### config.mk
export PLATFORM = sky130hd
export DESIGN_NAME = cpp_comment_string_span_scanner_flat
export DESIGN_NICKNAME = d
export VERILOG_FILES = /design/src/rtl/ccss_pkg.sv /design/src/rtl/ccss_if.sv /design/src/rtl/ccss_in_stage.sv /design/src/rtl/ccss_raw_match.sv /design/src/rtl/ccss_scan_core.sv /design/src/rtl/cpp_comment_string_span_scanner.sv /design/src/flat_wrapper.sv
export SDC_FILE = /design/constraint.sdc
export NUM_CORES = 1
export LEC_CHECK = 0
export BUFFER_PORTS_ARGS = -buffer_cell sky130_fd_sc_hd__buf_2
export CELL_PAD_IN_SITES_DETAIL_PLACEMENT = 0
export CELL_PAD_IN_SITES_GLOBAL_PLACEMENT = 2
export CORE_MARGIN = 5
export CORE_UTILIZATION = 40
export CTS_CLUSTER_SIZE = 28
export DETAILED_ROUTE_END_ITERATION = 12
export GPL_TIMING_DRIVEN = 0
export PLACE_DENSITY_LB_ADDON = 0.1
export SLEW_MARGIN = 20
export SYNTH_ARGS = -nofsm -noshare
export SYNTH_HDL_FRONTEND = slang
export SYNTH_SLANG_ARGS = --single-unit
### constraint.sdc
create_clock -name clk_i -period 9.7 [get_ports clk_i]
set_input_delay 0 -clock clk_i [delete_from_list [all_inputs] [get_ports clk_i]]
set_output_delay 0 -clock clk_i [all_outputs]
set_load 0.01 [all_outputs]
### src/rtl/ccss_pkg.sv
`timescale 1ns / 1ps

package ccss_pkg;

  localparam int unsigned MAX_DELIM_DEF   = 16;
  localparam int unsigned OFFSET_BITS_DEF = 32;
  localparam int unsigned SPAN_BITS       = 32;

  localparam logic [7:0] CH_NL     = 8'h0A;
  localparam logic [7:0] CH_DQUOTE = 8'h22;
  localparam logic [7:0] CH_DOLLAR = 8'h24;
  localparam logic [7:0] CH_LPAREN = 8'h28;
  localparam logic [7:0] CH_RPAREN = 8'h29;
  localparam logic [7:0] CH_STAR   = 8'h2A;
  localparam logic [7:0] CH_SLASH  = 8'h2F;
  localparam logic [7:0] CH_EIGHT  = 8'h38;
  localparam logic [7:0] CH_UP_L   = 8'h4C;
  localparam logic [7:0] CH_UP_R   = 8'h52;
  localparam logic [7:0] CH_UP_U   = 8'h55;
  localparam logic [7:0] CH_BSLASH = 8'h5C;
  localparam logic [7:0] CH_UNDER  = 8'h5F;
  localparam logic [7:0] CH_LO_U   = 8'h75;

  localparam logic SPAN_COMMENT = 1'b0;
  localparam logic SPAN_STRING  = 1'b1;

  // One input item as held in the input register.
  typedef struct packed {
    logic [7:0] source_byte;
    logic       end_of_input;
  } ccss_item_t;

  // Commands from the scanner to the raw-string delimiter matcher.
  typedef struct packed {
    logic delim_clr;
    logic delim_push;
    logic body_clr;
    logic body_push;
  } ccss_raw_ctrl_t;

  function automatic logic is_ident(input logic [7:0] b);
    return b[7] ||
           (b >= 8'h61 && b <= 8'h7A) || (b >= 8'h41 && b <= 8'h5A) ||
           (b >= 8'h30 && b <= 8'h39) ||
           b == CH_UNDER || b == CH_DOLLAR || b == CH_BSLASH;
  endfunction

endpackage

### src/rtl/ccss_if.sv
`timescale 1ns / 1ps

interface ccss_in_if;
  logic       valid;
  logic       ready;
  logic [7:0] source_byte;
  logic       end_of_input;

  modport source(output valid, output source_byte, output end_of_input, input ready);
  modport sink(input valid, input source_byte, input end_of_input, output ready);
endinterface

interface ccss_out_if;
  logic        valid;
  logic        ready;
  logic [31:0] span_begin;
  logic [31:0] span_end;
  logic        span_kind;

  modport source(output valid, output span_begin, output span_end, output span_kind,
                 input ready);
  modport sink(input valid, input span_begin, input span_end, input span_kind,
               output ready);
endinterface

### src/rtl/ccss_in_stage.sv
`timescale 1ns / 1ps

module ccss_in_stage (
  input  logic                  clk_i,
  input  logic                  rst_ni,
  input  logic                  valid_i,
  output logic                  ready_o,
  input  ccss_pkg::ccss_item_t  item_i,
  output logic                  valid_o,
  output ccss_pkg::ccss_item_t  item_o,
  input  logic                  take_i
);
  import ccss_pkg::*;

  logic       valid_q;
  ccss_item_t item_q;

  assign ready_o = !valid_q || take_i;
  assign valid_o = valid_q;
  assign item_o  = item_q;

  always_ff @(posedge clk_i or negedge rst_ni) begin
    if (!rst_ni) begin
      valid_q <= 1'b0;
    end else if (valid_i && ready_o) begin
      valid_q <= 1'b1;
    end else if (take_i) begin
      valid_q <= 1'b0;
    end
  end

  always_ff @(posedge clk_i) begin
    if (valid_i && ready_o) begin
      item_q <= item_i;
    end
  end

endmodule

### src/rtl/ccss_raw_match.sv
`timescale 1ns / 1ps

module ccss_raw_match #(
  parameter int unsigned MaxDelim = ccss_pkg::MAX_DELIM_DEF
) (
  input  logic                    clk_i,
  input  logic                    rst_ni,
  input  ccss_pkg::ccss_raw_ctrl_t ctrl_i,
  input  logic [7:0]              src_byte_i,
  output logic                    close_o
);
  import ccss_pkg::*;

  localparam int unsigned LenW = $clog2(MaxDelim + 1);
  localparam int unsigned CntW = $clog2(MaxDelim + 2);

  // Delimiter kept newest first, body history newest first.
  logic [7:0]      dlm_q  [MaxDelim];
  logic [7:0]      hist_q [MaxDelim + 1];
  logic [LenW-1:0] len_q;
  logic [CntW-1:0] cnt_q;
  logic            dlm_ok;

  always_comb begin
    dlm_ok = 1'b1;
    for (int j = 0; j < MaxDelim; j++) begin
      if (LenW'(j) < len_q && hist_q[j] != dlm_q[j]) begin
        dlm_ok = 1'b0;
      end
    end
  end

  assign close_o = (cnt_q >= CntW'(len_q) + CntW'(1)) && src_byte_i == CH_DQUOTE &&
                   hist_q[len_q] == CH_RPAREN && dlm_ok;

  always_ff @(posedge clk_i or negedge rst_ni) begin
    if (!rst_ni) begin
      len_q <= '0;
      cnt_q <= '0;
    end else begin
      if (ctrl_i.delim_clr) begin
        len_q <= '0;
      end else if (ctrl_i.delim_push && len_q < LenW'(MaxDelim)) begin
        len_q <= len_q + LenW'(1);
      end
      if (ctrl_i.body_clr) begin
        cnt_q <= '0;
      end else if (ctrl_i.body_push && cnt_q < CntW'(MaxDelim + 1)) begin
        cnt_q <= cnt_q + CntW'(1);
      end
    end
  end

  always_ff @(posedge clk_i) begin
    if (!ctrl_i.delim_clr && ctrl_i.delim_push && len_q < LenW'(MaxDelim)) begin
      dlm_q[0] <= src_byte_i;
      for (int j = 1; j < MaxDelim; j++) begin
        dlm_q[j] <= dlm_q[j-1];
      end
    end
    if (!ctrl_i.body_clr && ctrl_i.body_push) begin
      hist_q[0] <= src_byte_i;
      for (int j = 1; j < MaxDelim + 1; j++) begin
        hist_q[j] <= hist_q[j-1];
      end
    end
  end

endmodule

### src/rtl/ccss_scan_core.sv
`timescale 1ns / 1ps

module ccss_scan_core #(
  parameter int unsigned OffsetBits = ccss_pkg::OFFSET_BITS_DEF
) (
  input  logic                     clk_i,
  input  logic                     rst_ni,
  input  logic                     item_valid_i,
  input  ccss_pkg::ccss_item_t     item_i,
  output logic                     take_o,
  input  logic                     raw_close_i,
  output ccss_pkg::ccss_raw_ctrl_t raw_ctrl_o,
  output logic                     out_valid_o,
  input  logic                     out_ready_i,
  output logic [31:0]              span_begin_o,
  output logic [31:0]              span_end_o,
  output logic                     span_kind_o
);
  import ccss_pkg::*;

  typedef enum logic [3:0] {
    M_IDLE, M_ELIG, M_SLASH, M_PFX, M_PFX_U, M_RPFX, M_STR, M_STR_ESC,
    M_LINE, M_BLOCK, M_BLOCK_STAR, M_RAW_DELIM, M_RAW_BODY
  } mode_e;

  localparam logic [OffsetBits-1:0] OffMax   = '1;
  localparam logic [OffsetBits-1:0] SpanCeil = OffsetBits'(33'h0_FFFF_FFFF);

  mode_e                 mode_q, mode_d;
  logic [OffsetBits-1:0] off_q, off_d, open_q, open_d, pend_q, pend_d, off_inc;
  logic                  out_valid_q;
  logic [31:0]           begin_q, end_q;
  logic                  kind_q;
  logic                  emit, emit_kind, emit_inc, do_idle;
  logic [OffsetBits-1:0] emit_end;
  logic [7:0]            b;

  function automatic logic [31:0] clamp_span(input logic [OffsetBits-1:0] v);
    return (v > SpanCeil) ? 32'hFFFF_FFFF : 32'(v);
  endfunction

  assign b       = item_i.source_byte;
  assign take_o  = item_valid_i && (!out_valid_q || out_ready_i);
  assign off_inc = (off_q == OffMax) ? off_q : off_q + OffsetBits'(1);

  always_comb begin
    mode_d     = mode_q;
    off_d      = off_inc;
    open_d     = open_q;
    pend_d     = pend_q;
    emit       = 1'b0;
    emit_kind  = SPAN_COMMENT;
    emit_inc   = 1'b0;
    do_idle    = 1'b0;
    raw_ctrl_o = '0;

    if (item_i.end_of_input) begin
      unique case (mode_q)
        M_LINE, M_BLOCK, M_BLOCK_STAR: begin
          emit = 1'b1;
        end
        M_STR, M_STR_ESC, M_RAW_DELIM, M_RAW_BODY: begin
          emit      = 1'b1;
          emit_kind = SPAN_STRING;
        end
        default: ;
      endcase
      // Return to the start-of-file state.
      mode_d              = M_ELIG;
      off_d               = '0;
      open_d              = '0;
      pend_d              = '0;
      raw_ctrl_o.delim_clr = 1'b1;
      raw_ctrl_o.body_clr  = 1'b1;
    end else begin
      unique case (mode_q)
        M_ELIG: begin
          if (b == CH_UP_L || b == CH_UP_U) begin
            pend_d = off_q;
            mode_d = M_PFX;
          end else if (b == CH_LO_U) begin
            pend_d = off_q;
            mode_d = M_PFX_U;
          end else if (b == CH_UP_R) begin
            pend_d = off_q;
            mode_d = M_RPFX;
          end else begin
            do_idle = 1'b1;
          end
        end
        M_PFX, M_PFX_U: begin
          if (mode_q == M_PFX_U && b == CH_EIGHT) begin
            mode_d = M_PFX;
          end else if (b == CH_DQUOTE) begin
            open_d = pend_q;
            mode_d = M_STR;
          end else if (b == CH_UP_R) begin
            mode_d = M_RPFX;
          end else begin
            do_idle = 1'b1;
          end
        end
        M_RPFX: begin
          if (b == CH_DQUOTE) begin
            open_d               = pend_q;
            raw_ctrl_o.delim_clr = 1'b1;
            mode_d               = M_RAW_DELIM;
          end else begin
            do_idle = 1'b1;
          end
        end
        M_SLASH: begin
          if (b == CH_SLASH) begin
            open_d = pend_q;
            mode_d = M_LINE;
          end else if (b == CH_STAR) begin
            open_d = pend_q;
            mode_d = M_BLOCK;
          end else begin
            do_idle = 1'b1;
          end
        end
        M_LINE: begin
          if (b == CH_NL) begin
            emit    = 1'b1;
            do_idle = 1'b1;
          end
        end
        M_BLOCK: begin
          if (b == CH_STAR) begin
            mode_d = M_BLOCK_STAR;
          end
        end
        M_BLOCK_STAR: begin
          if (b == CH_SLASH) begin
            emit     = 1'b1;
            emit_inc = 1'b1;
            mode_d   = M_IDLE;
          end else if (b != CH_STAR) begin
            mode_d = M_BLOCK;
          end
        end
        M_STR: begin
          if (b == CH_BSLASH) begin
            mode_d = M_STR_ESC;
          end else if (b == CH_DQUOTE) begin
            emit      = 1'b1;
            emit_inc  = 1'b1;
            emit_kind = SPAN_STRING;
            mode_d    = M_IDLE;
          end
        end
        M_STR_ESC: begin
          mode_d = M_STR;
        end
        M_RAW_DELIM: begin
          if (b == CH_LPAREN) begin
            raw_ctrl_o.body_clr = 1'b1;
            mode_d              = M_RAW_BODY;
          end else begin
            raw_ctrl_o.delim_push = 1'b1;
          end
        end
        M_RAW_BODY: begin
          raw_ctrl_o.body_push = 1'b1;
          if (raw_close_i) begin
            emit      = 1'b1;
            emit_inc  = 1'b1;
            emit_kind = SPAN_STRING;
            mode_d    = M_IDLE;
          end
        end
        default: begin
          do_idle = 1'b1;
        end
      endcase

      // Ordinary byte outside any span.
      if (do_idle) begin
        if (b == CH_SLASH) begin
          pend_d = off_q;
          mode_d = M_SLASH;
        end else if (b == CH_DQUOTE) begin
          open_d = off_q;
          mode_d = M_STR;
        end else if (is_ident(b)) begin
          mode_d = M_IDLE;
        end else begin
          mode_d = M_ELIG;
        end
      end
    end

    emit_end = emit_inc ? off_inc : off_q;

    // Drop all commands unless the item is actually consumed this cycle.
    if (!take_o) begin
      raw_ctrl_o = '0;
    end
  end

  assign out_valid_o  = out_valid_q;
  assign span_begin_o = begin_q;
  assign span_end_o   = end_q;
  assign span_kind_o  = kind_q;

  always_ff @(posedge clk_i or negedge rst_ni) begin
    if (!rst_ni) begin
      mode_q      <= M_ELIG;
      off_q       <= '0;
      open_q      <= '0;
      pend_q      <= '0;
      out_valid_q <= 1'b0;
    end else begin
      if (take_o) begin
        mode_q      <= mode_d;
        off_q       <= off_d;
        open_q      <= open_d;
        pend_q      <= pend_d;
        out_valid_q <= emit;
      end else if (out_ready_i) begin
        out_valid_q <= 1'b0;
      end
    end
  end

  always_ff @(posedge clk_i) begin
    if (take_o && emit) begin
      begin_q <= clamp_span(open_q);
      end_q   <= clamp_span(emit_end);
      kind_q  <= emit_kind;
    end
  end

endmodule

### src/rtl/cpp_comment_string_span_scanner.sv
`timescale 1ns / 1ps
// Path: the byte that closes a span passes through the input register and then the
//   result register before that span can be transferred on out_o.
// Throughput: one byte per cycle while no result waits with out_o.ready low, set by the mode update in the scanner.
// Reset: rst_ni clears all control state at once; no clearing pass is needed.

module cpp_comment_string_span_scanner #(
  parameter int unsigned MaxDelim   = ccss_pkg::MAX_DELIM_DEF,
  parameter int unsigned OffsetBits = ccss_pkg::OFFSET_BITS_DEF
) (
  input logic            clk_i,
  input logic            rst_ni,
  ccss_in_if.sink        in_i,
  ccss_out_if.source     out_o
);
  import ccss_pkg::*;

  // Input register handshake: it takes a new transfer whenever it is empty or the
  // scanner consumes its current item in the same cycle.
  ccss_item_t     in_item, held_item;
  logic           held_valid;
  logic           take;
  ccss_raw_ctrl_t raw_ctrl;
  logic           raw_close;

  assign in_item.source_byte  = in_i.source_byte;
  assign in_item.end_of_input = in_i.end_of_input;

  ccss_in_stage u_in_stage (
    .clk_i   (clk_i),
    .rst_ni  (rst_ni),
    .valid_i (in_i.valid),
    .ready_o (in_i.ready),
    .item_i  (in_item),
    .valid_o (held_valid),
    .item_o  (held_item),
    .take_i  (take)
  );

  // Raw-string closing detector: compares the latest body bytes against the stored
  // delimiter in parallel, so a raw string closes on the byte of its final quote.
  ccss_raw_match #(
    .MaxDelim (MaxDelim)
  ) u_raw_match (
    .clk_i      (clk_i),
    .rst_ni     (rst_ni),
    .ctrl_i     (raw_ctrl),
    .src_byte_i (held_item.source_byte),
    .close_o    (raw_close)
  );

  // Scanner: mode machine, saturating offset counter and the result register that
  // drives the output transfer. It advances whenever the result slot is free or being
  // drained, so intake stalls only while a result waits with out_o.ready low.
  ccss_scan_core #(
    .OffsetBits (OffsetBits)
  ) u_scan_core (
    .clk_i        (clk_i),
    .rst_ni       (rst_ni),
    .item_valid_i (held_valid),
    .item_i       (held_item),
    .take_o       (take),
    .raw_close_i  (raw_close),
    .raw_ctrl_o   (raw_ctrl),
    .out_valid_o  (out_o.valid),
    .out_ready_i  (out_o.ready),
    .span_begin_o (out_o.span_begin),
    .span_end_o   (out_o.span_end),
    .span_kind_o  (out_o.span_kind)
  );

endmodule

### src/flat_wrapper.sv
// flat-port wrapper written by rule: the top's interface ports become plain ports
module cpp_comment_string_span_scanner_flat import ccss_pkg::*;
#(
  parameter int unsigned MaxDelim   = ccss_pkg::MAX_DELIM_DEF,
  parameter int unsigned OffsetBits = ccss_pkg::OFFSET_BITS_DEF
)
  (clk_i, rst_ni, in_i_valid, in_i_source_byte, in_i_end_of_input, in_i_ready, out_o_valid, out_o_span_begin, out_o_span_end, out_o_span_kind, out_o_ready);
  ccss_in_if in_i_i ();
  ccss_out_if out_o_i ();
  input logic clk_i;
  input logic rst_ni;
  input wire logic [$bits(in_i_i.valid)-1:0] in_i_valid;
  input wire logic [$bits(in_i_i.source_byte)-1:0] in_i_source_byte;
  input wire logic [$bits(in_i_i.end_of_input)-1:0] in_i_end_of_input;
  output wire logic [$bits(in_i_i.ready)-1:0] in_i_ready;
  output wire logic [$bits(out_o_i.valid)-1:0] out_o_valid;
  output wire logic [$bits(out_o_i.span_begin)-1:0] out_o_span_begin;
  output wire logic [$bits(out_o_i.span_end)-1:0] out_o_span_end;
  output wire logic [$bits(out_o_i.span_kind)-1:0] out_o_span_kind;
  input wire logic [$bits(out_o_i.ready)-1:0] out_o_ready;
  assign in_i_i.valid = in_i_valid;
  assign in_i_i.source_byte = in_i_source_byte;
  assign in_i_i.end_of_input = in_i_end_of_input;
  assign in_i_ready = in_i_i.ready;
  assign out_o_valid = out_o_i.valid;
  assign out_o_span_begin = out_o_i.span_begin;
  assign out_o_span_end = out_o_i.span_end;
  assign out_o_span_kind = out_o_i.span_kind;
  assign out_o_i.ready = out_o_ready;
  cpp_comment_string_span_scanner #(.MaxDelim(MaxDelim), .OffsetBits(OffsetBits)) u_core (.clk_i(clk_i), .rst_ni(rst_ni), .in_i(in_i_i), .out_o(out_o_i));
endmodule
==> metrics.txt <==
status complete, no violations; P per Cell Area between 150 and 200 nW/um^2; first-pass GRT wire length between 80 and 90 mm; Final Cycle Share between 50% and 60%; final non-filler cell total ~2,500; Post-DRT Antenna Nets 0; vias in the first global route 13,100; total CTS buffers 50; placed wire-length estimate ~38 mm; Root Buffer clkbuf_16; post-route cell area between 20,000 and 25,000 um^2; #FFs+latches synth between 400 and 500; Netlist cell types a little under 80; reg2reg path depth 16; most frequent cells in the layout edfxtp_1, nand2_1, xor2_1, dfrtp_1, buf_2; Reg clk slew, reported paths around 60 ps; Via density 5.43; kind of critical path flip-flop to flip-flop; DRC viols 0; Post-synth EDFFs between 300 and 400; multi-input gate area in the final layout 6690 um^2; H-tree Lvls 2; GRT overflow 0; Setup Skew 34.0 ps; fmax between 0.15 and 0.2 GHz; RSZ-0062 raised after global routing no; Die Ht ~230 um; Setup Fix Bufs, Post-CTS 0; largest net degree at the start of global routing 93; Mapped Nets between 1,500 and 2,000; Hold WS roughly 110 ps; Clk Latency, worst-skew pair 610 ps; FF/Latch Area roughly 13,000 um^2; Area growth, synth to finish 16.4%; Syn Area/Cell approximately 13 um^2; CP Data Arrival Time 5450 ps; Leakage around 8.0 nW; Synth Instances between 1,500 and 2,000; CP required 9980 ps; YS warnings 0; initial DRC count approximately 1,000; minimum clock period 5170 ps; row count around 80; CP Max Fanout 35; port bufs 79; hold crit path type primary input to flip-flop; Final nets 1,771; fill count between 4,000 and 5,000; max-cap viol count 0; Pins Over Slew Limit 0; core area ~50,000 um^2; Setup Viol. Count Final 0; Die ar. 54,900 um^2; Initial Utilization between 40 and 50%; wire length per cell 22.1 um; Crit. End Element flip-flop; Hold Path Sink u_core.u_in_stage.item_o[3]; Hold Crit Depth 2; r2r setup slk 4530 ps; share of flip-flops with an asynchronous set or reset between 20% and 30%; sequential area share after synthesis ~64%; DP Cell Count 2,355; worst-margin pin slew approximately 1100 ps; CTS Sinks 450; synthesized area 20,100 um^2; most common cell after layout, fill and taps aside edfxtp_1; crit start category flip-flop; vias about 13,000; total track usage roughly a fifth; slew margin rel. between 20% and 30%; Max VDD drop approximately 140 uV; Main synth FF type edfxtp_1; Final Hold Fails 0; Initial DRT Pass Iterations 5; Routed WL roughly 54 mm; routability cong. 0.849; CTS max path bufs 3; min-delay src in_i_source_byte[2]; initial antenna violation count 0; Area after DPL about 22,000 um^2; reg2reg end u_core.u_scan_core.span_end_o[7]; CTS tree built; Crit Reg-Reg Startpoint u_core.u_raw_match.len_q[0]; io pins 80; layout cells sized above 1 approximately 12%; # diodes 0; DIE WIDTH between 200 and 250 um
state kept, by name, summed over array words and instances (netlist names):
register and count:
u_core.u_in_stage.item_o 9, u_core.u_in_stage.valid_o 1, u_core.u_raw_match.cnt_q 5, u_core.u_raw_match.dlm_q 128
u_core.u_raw_match.hist_q 136, u_core.u_raw_match.len_q 5, u_core.u_scan_core.mode_q 4, u_core.u_scan_core.off_q 32
u_core.u_scan_core.open_q 32, u_core.u_scan_core.out_valid_o 1, u_core.u_scan_core.pend_q 32, u_core.u_scan_core.span_begin_o 32
u_core.u_scan_core.span_end_o 32, u_core.u_scan_core.span_kind_o 1
power by group:
group	leakage [nW]	internal (mW)	switching, mW
clock network	0.765	1.06	0.782
logic	2.77	0.0333	0.0792
registers	4.48	2.06	0.00831
total	8.02	3.16	0.869
layout make-up:
cell class	instances	share of cell area, %
clock buffer	60	5.55
sequential	450	55.3
timing repair buffer	106	3.59
buffer	105	1.92
inverter	10	0.192
clock inverter	31	1.27
tap	672	3.59
multi-input combinational	1027	28.6
per-layer routing:
layer	part of all wire, %	GRT usage (%)	up-vias
li1	-	-	6309
met1	48	29.7	6641
met2	45	29.9	343
met3	5.8	3.73	66
met4	1.8	4.40	0
met5	0	0	-
per-stage QoR:
| stage | setup WS, ps | utilization, % | power, mW | setup TNS, ps |
|---|---|---|---|---|
| detailed placement | 4430 | 43.3 | 2.21 | 0 |
| global route | 4100 | 46.9 | 4.17 | 0 |
| CTS | 4360 | 46.9 | 4.07 | 0 |
| global placement | -1790 | 42.7 | 2.21 | -217130 |
| floorplan | 2260 | - | 2.16 | 0 |
| finish | 4530 | 46.9 | 4.03 | 0 |
cell families (layout without fill, tap and decap cells):
family / Yosys count / after routing / synth area share [%]
AND/OR/NAND/NOR: 467 / 467 / 12.1
flip-flops: 450 / 450 / 64.4
AO/OA/AOI/OAI: 353 / 353 / 11.2
XOR/XNOR: 168 / 168 / 7.32
buffers and inverters: 115 / 312 / 2.42
multiplexers: 31 / 31 / 2.13
adder cells (fa/ha/maj): 8 / 8 / 0.498
worst max-delay path: stages (launching register included):
cell and delay, ps:
dfrtp_1 540, buf_4 320, buf_2 360, clkbuf_1 630, inv_1 210, ha_1 330, nand2b_1 90, a21o_1 130
a21oi_1 70, o21ai_0 190, and3_1 180, nand4_1 360, buf_2 360, nor3_1 240, o41a_2 290, buf_12 220
buf_12 230
cell usage after synthesis (10+ instances only):
cell | number | area share, %
a211oi_1 | 13 | 0.49
nand4_1 | 21 | 0.65
xnor2_1 | 52 | 2.3
or4_1 | 19 | 0.71
a21oi_1 | 51 | 1.3
and3_1 | 17 | 0.53
nand2b_1 | 10 | 0.31
clkbuf_1 | 75 | 1.4
nor2b_1 | 12 | 0.37
and2_1 | 13 | 0.40
nor2_1 | 61 | 1.1
nand2_1 | 163 | 3.0
nor3_1 | 36 | 0.90
mux2i_1 | 18 | 0.90
o21ai_1 | 64 | 1.6
o21ai_0 | 77 | 1.9
nand3_1 | 30 | 0.75
dfrtp_1 | 111 | 14
buf_2 | 16 | 0.40
a31oi_1 | 13 | 0.40
xor2_1 | 116 | 5.1
a22o_1 | 35 | 1.5
o211ai_1 | 24 | 0.90
o31ai_1 | 29 | 1.1
edfxtp_1 | 338 | 50
nor4_1 | 41 | 1.3
worst max path at each step:
| stage | from | to | slack [ps] |
|---|---|---|---|
| final | u_core.u_raw_match.len_q[0] | u_core.u_scan_core.span_end_o[7] | 4530 |
| after global routing | u_core.u_raw_match.len_q[0] | u_core.u_scan_core.span_begin_o[3] | 4100 |
| after CTS | u_core.u_raw_match.len_q[0] | u_core.u_scan_core.span_end_o[6] | 4360 |
| after detailed placement | u_core.u_raw_match.len_q[0] | u_core.u_scan_core.span_begin_o[5] | 4430 |
| after global placement | u_core.u_scan_core.mode_q[1] | u_core.u_raw_match.cnt_q[4] | -1790 |
| after floorplan | u_core.u_scan_core.mode_q[1] | u_core.u_raw_match.cnt_q[4] | 2260 |
timing repair:
item                                   4_1_cts  5_1_grt
resized for setup                            0        0
endpoints found under the hold margin      131        0
hold buffers                                15        0
No activity file was read; power rests on OpenSTA's default activity.
